`config.mk`:
```
export PLATFORM = sky130hd
export DESIGN_NAME = gpio_bank_registers
export DESIGN_NICKNAME = d
export VERILOG_FILES = /design/src/rtl/gbr_pkg.sv /design/src/rtl/gbr_ctrl.sv /design/src/rtl/gbr_datapath.sv /design/src/rtl/gpio_bank_registers.sv
export SDC_FILE = /design/constraint.sdc
export NUM_CORES = 1
export LEC_CHECK = 0
export CAP_MARGIN = 20
export CORE_ASPECT_RATIO = 1.2
export CORE_MARGIN = 2
export CORE_UTILIZATION = 45
export DETAILED_ROUTE_END_ITERATION = 10
export DONT_BUFFER_PORTS = 1
export HOLD_SLACK_MARGIN = 0.15
export PLACE_DENSITY_LB_ADDON = 0.2
export SLEW_MARGIN = 20
export SYNTH_ARGS = -nofsm -noshare
export SYNTH_HDL_FRONTEND = slang
export SYNTH_SLANG_ARGS = --single-unit
```
`constraint.sdc`:
```
create_clock -name i_clk -period 6.1 [get_ports i_clk]
set_input_delay 0.915 -clock i_clk [delete_from_list [all_inputs] [get_ports i_clk]]
set_output_delay 0.915 -clock i_clk [all_outputs]
set_load 0.02 [all_outputs]
```
`src/rtl/gbr_pkg.sv`:
```
package gbr_pkg;

    localparam int NUM_PINS_DEF = 54;

    // Pins covered by one function-select word and by one pull word
    localparam int PINS_PER_FSEL = 10;
    localparam int PINS_PER_PULL = 16;
    localparam int BANK_BITS     = 32;

    // Access kinds carried in tuser
    localparam logic [1:0] FUNC_READ   = 2'd0;
    localparam logic [1:0] FUNC_WRITE  = 2'd1;
    localparam logic [1:0] FUNC_SAMPLE = 2'd2;

    // Word map
    localparam int ADDR_FSEL0     = 0;
    localparam int NUM_FSEL_WORDS = 6;
    localparam int ADDR_SET0      = 7;
    localparam int ADDR_CLR0      = 10;
    localparam int ADDR_LEV0      = 13;
    localparam int ADDR_LEGACY    = 37;
    localparam int ADDR_CLK0      = 38;
    localparam int ADDR_PULL0     = 57;
    localparam int NUM_PULL_WORDS = 4;

    // Pin codes
    localparam logic [2:0] FSEL_OUTPUT = 3'b001;
    localparam logic [1:0] PULL_NONE   = 2'b00;
    localparam logic [1:0] PULL_UP     = 2'b01;
    localparam logic [1:0] PULL_DOWN   = 2'b10;
    localparam logic [1:0] LEGACY_DOWN = 2'd1;
    localparam logic [1:0] LEGACY_UP   = 2'd2;

    typedef struct packed {
        logic capture;
        logic execute;
    } t_cmd;

endpackage

```
`src/rtl/gbr_ctrl.sv`:
```
module gbr_ctrl (
    input  logic          i_clk,
    input  logic          i_rst_n,
    input  logic          i_in_valid,
    output logic          o_in_ready,
    output logic          o_out_valid,
    input  logic          i_out_ready,
    output gbr_pkg::t_cmd o_cmd
);
    import gbr_pkg::*;

    typedef enum logic [1:0] {
        S_IDLE = 2'b01,
        S_EXEC = 2'b10
    } t_state;

    t_state r_state, n_state;
    logic   r_out_valid, n_out_valid;
    logic   capture, execute;

    assign o_in_ready  = (r_state == S_IDLE);
    assign capture     = i_in_valid && o_in_ready;
    // execute only when the result register is free or drains this cycle
    assign execute     = (r_state == S_EXEC) && (!r_out_valid || i_out_ready);
    assign o_out_valid = r_out_valid;
    assign o_cmd       = '{capture: capture, execute: execute};

    always_comb begin
        n_state = r_state;
        case (r_state)
            S_IDLE: begin
                if (capture) n_state = S_EXEC;
            end
            S_EXEC: begin
                if (execute) n_state = S_IDLE;
            end
            default: n_state = S_IDLE;
        endcase
    end

    always_comb begin
        n_out_valid = r_out_valid;
        if (execute) begin
            n_out_valid = 1'b1;
        end else if (i_out_ready) begin
            n_out_valid = 1'b0;
        end
    end

    always_ff @(posedge i_clk) begin
        if (!i_rst_n) begin
            r_state     <= S_IDLE;
            r_out_valid <= 1'b0;
        end else begin
            r_state     <= n_state;
            r_out_valid <= n_out_valid;
        end
    end

endmodule

```
`src/rtl/gbr_datapath.sv`:
```
module gbr_datapath #(
    parameter int NUM_PINS = gbr_pkg::NUM_PINS_DEF
) (
    input  logic                i_clk,
    input  logic                i_rst_n,
    input  gbr_pkg::t_cmd       i_cmd,
    input  logic                i_cfg_we,
    input  logic                i_cfg_wdata,
    input  logic [1:0]          i_func,
    input  logic [5:0]          i_word_addr,
    input  logic [31:0]         i_write_data,
    input  logic [NUM_PINS-1:0] i_pad_levels,
    output logic [31:0]         o_read_data,
    output logic [NUM_PINS-1:0] o_drive_levels,
    output logic [NUM_PINS-1:0] o_drive_enables,
    output logic [NUM_PINS-1:0] o_pull_up_mask,
    output logic [NUM_PINS-1:0] o_pull_down_mask
);
    import gbr_pkg::*;

    localparam int FSEL_W = NUM_FSEL_WORDS * BANK_BITS;
    localparam int PULL_W = NUM_PULL_WORDS * BANK_BITS;

    // captured access
    logic [1:0]          r_func;
    logic [5:0]          r_wa;
    logic [31:0]         r_wd;
    logic [NUM_PINS-1:0] r_pads;

    // architectural state
    logic [2:0]          r_fsel [NUM_PINS];
    logic [1:0]          r_pull [NUM_PINS];
    logic [NUM_PINS-1:0] r_latch;
    logic [NUM_PINS-1:0] r_pad_sample;
    logic [1:0]          r_legacy;
    logic                r_scheme;
    logic [31:0]         r_read_data;

    logic [FSEL_W-1:0]   fsel_flat;
    logic [PULL_W-1:0]   pull_flat;
    logic [63:0]         lev64;
    logic [1:0]          legacy_code;
    logic                wr;
    logic [31:0]         n_read_data;

    assign wr = i_cmd.execute && (r_func == FUNC_WRITE);

    always_comb begin
        case (r_legacy)
            LEGACY_DOWN: legacy_code = PULL_DOWN;
            LEGACY_UP:   legacy_code = PULL_UP;
            default:     legacy_code = PULL_NONE;
        endcase
    end

    always_ff @(posedge i_clk) begin
        if (i_cmd.capture) begin
            r_func <= i_func;
            r_wa   <= i_word_addr;
            r_wd   <= i_write_data;
            r_pads <= i_pad_levels;
        end
    end

    always_ff @(posedge i_clk) begin
        if (!i_rst_n) begin
            r_scheme     <= 1'b0;
            r_legacy     <= 2'b00;
            r_pad_sample <= '0;
        end else begin
            if (i_cfg_we) r_scheme <= i_cfg_wdata;
            if (wr && r_wa == 6'(ADDR_LEGACY)) r_legacy <= r_wd[1:0];
            if (i_cmd.execute && r_func == FUNC_SAMPLE) r_pad_sample <= r_pads;
        end
    end

    for (genvar gp = 0; gp < NUM_PINS; gp++) begin : g_pin
        localparam logic [5:0] FSEL_ADDR = 6'(ADDR_FSEL0 + gp / PINS_PER_FSEL);
        localparam int         FSEL_SH   = 3 * (gp % PINS_PER_FSEL);
        localparam logic [5:0] SET_ADDR  = 6'(ADDR_SET0 + gp / BANK_BITS);
        localparam logic [5:0] CLR_ADDR  = 6'(ADDR_CLR0 + gp / BANK_BITS);
        localparam logic [5:0] CLK_ADDR  = 6'(ADDR_CLK0 + gp / BANK_BITS);
        localparam int         BANK_BIT  = gp % BANK_BITS;
        localparam logic [5:0] PULL_ADDR = 6'(ADDR_PULL0 + gp / PINS_PER_PULL);
        localparam int         PULL_SH   = 2 * (gp % PINS_PER_PULL);

        always_ff @(posedge i_clk) begin
            if (!i_rst_n) begin
                r_fsel[gp]  <= 3'b000;
                r_pull[gp]  <= PULL_NONE;
                r_latch[gp] <= 1'b0;
            end else if (wr) begin
                if (r_wa == FSEL_ADDR) r_fsel[gp] <= r_wd[FSEL_SH +: 3];
                if (r_wa == SET_ADDR && r_wd[BANK_BIT]) r_latch[gp] <= 1'b1;
                if (r_wa == CLR_ADDR && r_wd[BANK_BIT]) r_latch[gp] <= 1'b0;
                if (!r_scheme && r_wa == CLK_ADDR && r_wd[BANK_BIT]) begin
                    r_pull[gp] <= legacy_code;
                end
                if (r_scheme && r_wa == PULL_ADDR) r_pull[gp] <= r_wd[PULL_SH +: 2];
            end
        end

        assign fsel_flat[FSEL_SH + BANK_BITS * (gp / PINS_PER_FSEL) +: 3] = r_fsel[gp];
        assign pull_flat[2 * gp +: 2] = r_pull[gp];
        assign o_drive_enables[gp]    = (r_fsel[gp] == FSEL_OUTPUT);
        assign o_pull_up_mask[gp]     = (r_pull[gp] == PULL_UP);
        assign o_pull_down_mask[gp]   = (r_pull[gp] == PULL_DOWN);
    end

    // zero the select-word bits that no pin occupies
    for (genvar gw = 0; gw < NUM_FSEL_WORDS; gw++) begin : g_fsel_pad
        localparam int FIRST = gw * PINS_PER_FSEL;
        localparam int PINS  = (NUM_PINS - FIRST >= PINS_PER_FSEL) ? PINS_PER_FSEL
                             : (NUM_PINS - FIRST > 0) ? (NUM_PINS - FIRST) : 0;
        assign fsel_flat[BANK_BITS * gw + 3 * PINS +: BANK_BITS - 3 * PINS] = '0;
    end

    if (2 * NUM_PINS < PULL_W) begin : g_pull_pad
        assign pull_flat[PULL_W-1:2*NUM_PINS] = '0;
    end

    assign lev64 = 64'((r_latch & o_drive_enables) | (r_pad_sample & ~o_drive_enables));

    always_comb begin
        n_read_data = '0;
        if (r_func == FUNC_READ) begin
            for (int w = 0; w < NUM_FSEL_WORDS; w++) begin
                if (r_wa == 6'(ADDR_FSEL0 + w)) n_read_data = fsel_flat[BANK_BITS*w +: 32];
            end
            for (int w = 0; w < NUM_PULL_WORDS; w++) begin
                if (r_wa == 6'(ADDR_PULL0 + w)) n_read_data = pull_flat[BANK_BITS*w +: 32];
            end
            if (r_wa == 6'(ADDR_LEV0))     n_read_data = lev64[31:0];
            if (r_wa == 6'(ADDR_LEV0 + 1)) n_read_data = lev64[63:32];
            if (r_wa == 6'(ADDR_LEGACY))   n_read_data = {30'd0, r_legacy};
        end
    end

    always_ff @(posedge i_clk) begin
        if (i_cmd.execute) r_read_data <= n_read_data;
    end

    assign o_read_data    = r_read_data;
    assign o_drive_levels = r_latch;

endmodule

```
`src/rtl/gpio_bank_registers.sv`:
```
// Channel    | Direction | Transaction contents
// -----------+-----------+----------------------------------------------------------
// s_axis     | in        | tuser: func; tdata: word_addr, write_data, pad_levels
// m_axis     | out       | tdata: read_data, drive_levels, drive_enables, pull masks
// i_cfg      | in        | write strobe plus the pull_scheme bit, no read-back
//
// Each access is first captured into the access registers, then executed, which applies it
// to the register bank and loads the read word. The result register decouples the
// output side, so the next access is captured while a result waits; an access
// stalls in its execute cycle only while a result is still held. Reset is
// synchronous and clears every pin to input, no pull, latch low.
// Pin-state outputs follow the live bank and show the state after the held access.
module gpio_bank_registers #(
    parameter int NUM_PINS = gbr_pkg::NUM_PINS_DEF
) (
    input  logic                             i_clk,
    input  logic                             i_rst_n,
    input  logic                             s_axis_tvalid,
    output logic                             s_axis_tready,
    // word_addr, write_data, pad_levels (low to high), zero-filled to bytes
    input  logic [((38+NUM_PINS+7)/8)*8-1:0] s_axis_tdata,
    // func
    input  logic [1:0]                       s_axis_tuser,
    output logic                             m_axis_tvalid,
    input  logic                             m_axis_tready,
    // read_data, drive_levels, drive_enables, pull_up_mask, pull_down_mask
    output logic [((32+4*NUM_PINS+7)/8)*8-1:0] m_axis_tdata,
    input  logic                             i_cfg_we,
    input  logic                             i_cfg_wdata
);
    import gbr_pkg::*;

    localparam int OUT_W = ((32 + 4 * NUM_PINS + 7) / 8) * 8;

    t_cmd                cmd;
    logic [31:0]         read_data;
    logic [NUM_PINS-1:0] drive_levels;
    logic [NUM_PINS-1:0] drive_enables;
    logic [NUM_PINS-1:0] pull_up_mask;
    logic [NUM_PINS-1:0] pull_down_mask;

    // Sequence capture and execute, hold the result valid until taken
    gbr_ctrl u_ctrl (
        .i_clk       (i_clk),
        .i_rst_n     (i_rst_n),
        .i_in_valid  (s_axis_tvalid),
        .o_in_ready  (s_axis_tready),
        .o_out_valid (m_axis_tvalid),
        .i_out_ready (m_axis_tready),
        .o_cmd       (cmd)
    );

    // Register bank, pull logic and read mux
    gbr_datapath #(
        .NUM_PINS (NUM_PINS)
    ) u_datapath (
        .i_clk            (i_clk),
        .i_rst_n          (i_rst_n),
        .i_cmd            (cmd),
        .i_cfg_we         (i_cfg_we),
        .i_cfg_wdata      (i_cfg_wdata),
        .i_func           (s_axis_tuser),
        .i_word_addr      (s_axis_tdata[5:0]),
        .i_write_data     (s_axis_tdata[37:6]),
        .i_pad_levels     (s_axis_tdata[38 +: NUM_PINS]),
        .o_read_data      (read_data),
        .o_drive_levels   (drive_levels),
        .o_drive_enables  (drive_enables),
        .o_pull_up_mask   (pull_up_mask),
        .o_pull_down_mask (pull_down_mask)
    );

    // Pack result fields low to high, zero-fill to a byte boundary
    assign m_axis_tdata = OUT_W'({pull_down_mask, pull_up_mask, drive_enables,
                                  drive_levels, read_data});

endmodule
```
After elaboration in Yosys (flattened, before gate mapping)
Memories as Yosys holds them, arrays and structs flattened.
Cells that the tools add are included.
{"block": "totals", "ff_bits": 240, "ramBits": 270, "inputBits": 104, "wordCells": 1257, "n_memories": 2}
{"block": "classes", "n_eq_ne": 188, "muxes": 546, "bitwise": 167, "n_reduce_logical": 289}
{"name": "u_datapath.r_fsel", "depth": 54, "width": 3, "read_ports": 54, "rd_clocked_by_memory_dff": 0, "wr": 54, "line_no": "gbr_datapath.sv:31", "source": "logic [2:0] r_fsel [NUM_PINS];"}
{"name": "u_datapath.r_pull", "depth": 54, "width": 2, "read_ports": 54, "rd_clocked_by_memory_dff": 0, "wr": 54, "line_no": "gbr_datapath.sv:32", "source": "logic [1:0] r_pull [NUM_PINS];"}
{"operator": "$mux 1", "n": 367}
{"operator": "$mux 2", "n": 111}
{"operator": "$mux 32", "n": 6}
{"operator": "$mux 30", "n": 6}
{"operator": "$logic_and 1x1->1", "n": 173}
{"operator": "$eq 3x1->1 const B", "n": 54}
{"operator": "$mux 3", "n": 54}
{"operator": "$or 1x1->1", "n": 162}
{"operator": "$eq 2x1->1 const B", "n": 57}
{"operator": "$eq 2x2->1 const B", "n": 57}
{"operator": "$reduce_and 2->1", "n": 55}
{"operator": "$reduce_bool 2->1", "n": 55}
{"operator": "$and 54x64->64", "n": 1}
{"operator": "$not 54->64", "n": 1}
{"operator": "$or 64x64->64", "n": 1}
{"operator": "$and 54x54->54", "n": 1}
{"operator": "$eq 6x6->1 const B", "n": 7}
{"operator": "$eq 6x4->1 const B", "n": 5}
{"operator": "$eq 6x3->1 const B", "n": 3}
{"operator": "$eq 6x2->1 const B", "n": 2}
{"operator": "$pmux 2 s2", "n": 2}
{"operator": "$eq 6x1->1 const B", "n": 1}
{"operator": "$logic_not 6->1", "n": 1}
{"operator": "$logic_not 1->1", "n": 2}
{"operator": "other kinds (6)", "n": 6}

Depth between registers and ports, before layout
{"block": "logic_depth", "ltp_word": 14, "ltp_mapped": 9, "depth_no_buf": 6}

Cells and area by module
From an unflattened synthesis, not the netlist that was laid out.
{"block": "unflattened", "hier_cells": 2114, "hier_area_um2": 23578.9}
{"module": "gbr_datapath", "n_inst": 1, "cells_per_inst": 2100, "area_each_um2": 23437.5}
{"module": "gbr_ctrl", "n_inst": 1, "cells_per_inst": 14, "area_each_um2": 141.4}

Worst setup path after synthesis
Ideal clock, no wire load.
{"block": "synth_timing", "path_type": "input -> register", "from": "input m_axis_tready", "to": "memory u_datapath.r_fsel[40][0], in the netlist u_datapath.r_fsel[1][24] (enable)", "setup_ns": 0.459, "arrival_time_ns": 5.094, "path_slack_ns": 0.547, "cell_stages": 4, "cell_sequence": "nor2b_1 > nor2_1 > nand3b_1 > o21ai_0"}
{"item": "from (decl)", "line_no": "gpio_bank_registers.sv:25", "source": "input logic m_axis_tready,"}
{"item": "to (decl)", "line_no": "gbr_datapath.sv:31"}

Final worst setup path
{"block": "layout_timing", "from": "register u_datapath.r_wa[4]", "to": "register u_datapath.r_read_data[4], in the netlist u_datapath.o_read_data[4] (data pin)"}
{"block": "layout_between", "elab_chain_len": 13, "elab_cells_between_ends": 26, "cone_classes": "eq/ne (12); mux (12); reduce/logical (2)"}
{"item": "from (decl)", "line_no": "gbr_datapath.sv:26", "source": "logic [5:0] r_wa;"}
{"item": "from (signal assigned)", "line_no": "gbr_datapath.sv:59", "source": "r_wa <= i_word_addr;"}
{"item": "$logic_not 6->1", "line_no": "gbr_datapath.sv:128", "source": "if (r_wa == 6'(ADDR_FSEL0 + w)) n_read_data = fsel_flat[BANK_BITS*w +: 32];"}
{"item": "$mux 30 (6 in series)", "line_no": "gbr_datapath.sv:128"}
{"item": "$mux 32 (4 in series)", "line_no": "gbr_datapath.sv:131", "source": "if (r_wa == 6'(ADDR_PULL0 + w)) n_read_data = pull_flat[BANK_BITS*w +: 32];"}
{"item": "$mux 32", "line_no": "gbr_datapath.sv:133", "source": "if (r_wa == 6'(ADDR_LEV0)) n_read_data = lev64[31:0];"}
{"item": "$mux 32", "line_no": "gbr_datapath.sv:134", "source": "if (r_wa == 6'(ADDR_LEV0 + 1)) n_read_data = lev64[63:32];"}
{"item": "to (signal assigned)", "line_no": "gbr_datapath.sv:140", "source": "if (i_cmd.execute) r_read_data <= n_read_data;"}
{"item": "to (decl)", "line_no": "gbr_datapath.sv:37", "source": "logic [31:0] r_read_data;"}
Several ways; a longest one is shown, not always the timed one.
A chain may end at the register's enable or synchronous reset.

==> summary.md <==
| Metric | Value |
|---|---|
| EDFF count, synth | `396` |
| Row count | `92` |
| Max_slew headroom | `0.1761` |
| Antenna Nets Post-Route | `0` |
| GRT Overall Usage | `0.3402` |
| First DRT Iteration DRCs | `2,427` |
| Synth async-reset ratio | `0` |
| Synth Area in Simple Gates | `0.1708` |
| Final setup fails | `0` |
| Final net count | `2,209` |
| P per Cell Area | `289.8 mW/mm^2` |
| Setup CP Type | `register to register` |
| Final hold violations | `0` |
| Die area | `0.05451 sq mm` |
| First drt pass iteration count | `6` |
| Max clock buf depth | `3` |
| Hold endpoint | `u_datapath.r_wd[30]$_DFFE_PP_` |
| WL final | `93.85 mm` |
| Share of post-route cells with drive strength above 1 | `0.1117` |
| Post-CTS resize count | `0` |
| Hold Path Stages | `0` |
| Non-filler cells, final | `2,855` |
| Internal | `0.005804 W` |
| Placed cell count | `2,756` |
| Clock power frac | `0.421` |
| Yosys cell types | `59` |
| Dominant synthesized flop cell | `edfxtp_1` |
| Routed via count | `18,187` |
| Finished Core Util | `0.5036` |
| Worst flop-to-flop path endpoint | `u_datapath.o_read_data[4]$_SDFFCE_PP0P_` |
| Post-synthesis adder-cell area fraction | `0` |
| Worst hold path type | `input port to register` |
| Max VDD drop | `0.2286 mV` |
| Synth Warn # | `0` |
| Top cells by area, synth | `edfxtp_1 (50%), dfxtp_1 (9.6%), o21ai_0 (5.5%)` |
| Initial Utilization | `0.4534` |
| Gr ovfl total | `0` |
| Post-Syn Instances | `2,146` |
| Max Fanout on Critical Path | `18` |
| CP Capture Type | `register` |
| CTS Hold Bufs | `0` |
| TritonCTS clock tree | `yes` |
| Hold path start | `s_axis_tdata[36]` |
| Core box area | `0.05226 sq mm` |
| # IOs | `354` |
| Main combinational cell family by area after synthesis | `simple AND/OR/NAND/NOR gates` |
| Die Wd | `213.5 microns` |
| Clock Skews | `23.16 ps` |
| Critical path launch point type | `register` |
| Syn Nets | `2,250` |
| Synthesized area | `0.02369 sq mm` |
| Min Tclk post-route | `3836 ps` |
| Root Driver | `clkbuf_16` |
| R2r startpoint | `u_datapath.r_wa[4]$_DFFE_PP_` |
| Final TNS setup | `0 ps` |
| Number of setup buffers added after CTS | `0` |
| Fin crit share | `0.6289` |
| Synth area leader | `edfxtp_1` |
| Routed wire length per instance | `32.87 microns` |
| Synth Area in Compound Gates | `0.1404` |
| Post-synthesis mux area share | `0.05582` |
| CTS Sinks | `510` |
| Clock Latency Late Sink | `610 ps` |
| Lkg Pwr | `8.560 nW` |
| NetSw | `0.001822 W` |
| PortBufs | `0` |
| Pwr Total | `0.007626 W` |
| WP data arrival | `4250 ps` |
| Vias in the first global route | `17,209` |
| Clk slew on worst S/H paths | `60 ps` |
| Slew Limit Fails | `0` |
| Sequential cell area | `0.01417 sq mm` |
| DP Wirelength | `68.30 mm` |
| R2R Setup Slk | `2260 ps` |
| Fillers | `4,727` |
| Post-Synth XOR/XNOR Area | `0` |
| Outcome | `completed` |
| Slew @ Worst Pin | `1230 ps` |
| WHS | `393.4 ps` |
| Via density | `6.370` |
| Reg power frac | `0.524` |
| Antenna violations before repair | `6` |
| First-pass GRT wire length | `130.1 mm` |
| Area Overhead vs Synth | `11.08%` |
| Height of the die | `255.4 microns` |
| MaxCap Viol Count | `0` |
| Largest net degree at the start of global routing | `134` |
| Sequential-to-total area share from yosys stat | `0.5982` |
| Routability cong. | `0.9910` |
| Yosys top cell area share | `0.5019` |
| CTS Buf Count | `51` |
| Reg2reg path depth | `6` |
| Mapped Avg Cell Area | `11.04 sq um` |
| Drt drc | `0` |
| H-Tree Depth | `2` |
| Switching Share | `0.2390` |
| Critical Path RT | `6510 ps` |
| RSZ-0062 raised after global routing | `no` |
| Area of the multi-input gates | `0.008867 sq mm` |
| Maximum operating frequency | `0.2607 GHz` |
| Logic pwr share | `0.055` |
| Seq cells post-synth | `510` |
-- power groups by stage --
stage	Clock [W]	Sequential [W]	Combinational, W
2_1_floorplan	0	0.00398	0.000308
3_3_place_gp	0	0.00406	0.000406
3_5_place_dp	0	0.00406	0.000411
4_1_cts	0.00324	0.00399	0.000413
5_1_grt	0.00338	0.00400	0.000437
6_report	0.00321	0.00400	0.000420
-- layout by cell type, fill, tap and decap left out, types with 10 or more instances in the layout --
cell / count
a211oi_1: 29
a21boi_0: 55
a21oi_1: 43
a22oi_1: 20
a31oi_1: 60
and2_1: 156
buf_4: 73
clkbuf_1: 16
clkbuf_16: 51
dfxtp_1: 114
edfxtp_1: 396
inv_1: 30
mux2i_1: 59
mux4_2: 28
nand2_1: 278
nand3_1: 11
nor2_1: 122
nor2b_1: 114
nor3_1: 10
nor3b_1: 43
o21ai_0: 256
o22ai_1: 29
-- worst max-delay path, stage by stage, from the launching register on --
cell and delay [ps]:
edfxtp_1 680, nand4b_1 820, nor2_2 1180, a21oi_1 230, a21oi_1 190, a21oi_1 230
a211oi_1 300
-- routing by layer --
metal  vias up  routed length [microns]  global-route usage
met5         -                       27                   0
met2      1279                    43120              0.5328
li1       7692                        -                   -
met1      8973                    34330              0.4373
met4         4                     5069              0.1578
met3       239                    11310             0.09366
-- through the flow --
stage | cell area, sq um | setup WS [ps]
after detailed placement | 24590 | 2224
after global placement | 24580 | 2292
after global routing | 26320 | 2244
after CTS | 26270 | 2418
after floorplan | 23690 | 547.1
final | 26320 | 2264
-- sequential cells by signal (all words and copies together), names as in the netlist, 2 cells and up --
register                   count
u_datapath.r_fsel            162
u_datapath.r_pull            108
u_datapath.o_drive_levels     54
u_datapath.r_pad_sample       54
u_datapath.r_pads             54
u_datapath.o_read_data        32
u_datapath.r_wd               32
u_datapath.r_wa                6
u_ctrl.r_state                 2
u_datapath.r_func              2
u_datapath.r_legacy            2
-- how the worst max path moves through the flow --
stage / depth (start not counted) / end / slack (ps) / start
final: 6 / u_datapath.o_read_data[4]$_SDFFCE_PP0P_ / 2260 / u_datapath.r_wa[4]$_DFFE_PP_
after global routing: 6 / u_datapath.o_read_data[4]$_SDFFCE_PP0P_ / 2240 / u_datapath.r_wa[5]$_DFFE_PP_
after CTS: 6 / u_datapath.o_read_data[4]$_SDFFCE_PP0P_ / 2420 / u_datapath.r_wa[4]$_DFFE_PP_
after global placement: 7 / u_datapath.r_pull[0][10]$_DFFE_PP_ / 2290 / m_axis_tready
after detailed placement: 7 / u_datapath.r_pull[0][0]$_DFFE_PP_ / 2220 / m_axis_tready
after floorplan: 4 / u_datapath.r_fsel[1][24]$_SDFFCE_PN0P_ / 550 / m_axis_tready
-- logic make-up (layout without fill, tap and decap cells) --
group | Yosys count | count (layout)
AOI/OAI and AO/OA | 547 | 547
muxes | 96 | 96
and+or+nand+nor | 793 | 793
DFF | 510 | 510
buffers and inverters | 200 | 202
other | 0 | 2
-- cell type report --
type                            instances  area share
Antenna cell                            2   0.0001902
Timing Repair Buffer                   76     0.02291
Inverter                               30    0.004278
Tap cell                              705     0.03351
Multi-Input combinational cell       1436      0.3369
Clock buffer                           76     0.05548
Clock inverter                         20    0.008224
Sequential cell                       510      0.5385
-- Yosys cell counts, drive strengths merged (3+ instances only) --
| cell | instances |
|---|---|
| a21boi | 55 |
| nor3b | 50 |
| a31oi | 60 |
| a21oi | 43 |
| mux2i | 59 |
| nor3 | 12 |
| o21ai | 263 |
| mux2 | 9 |
| edfxtp | 396 |
| nand3 | 14 |
| o22ai | 29 |
| nand2b | 5 |
| o21a | 3 |
| o32ai | 3 |
| a211oi | 31 |
| o22a | 3 |
| a2111oi | 4 |
| o221a | 10 |
| nor2b | 118 |
| a221oi | 10 |
| clkbuf | 134 |
| and2 | 158 |
| mux4 | 28 |
| o221ai | 4 |
| inv | 30 |
| nand4 | 3 |
| buf | 36 |
| dfxtp | 114 |
| nand2 | 278 |
| nor4b | 4 |
| a222oi | 3 |
| a22oi | 20 |
| nor2 | 137 |
No activity file was read; power rests on OpenSTA's default activity.
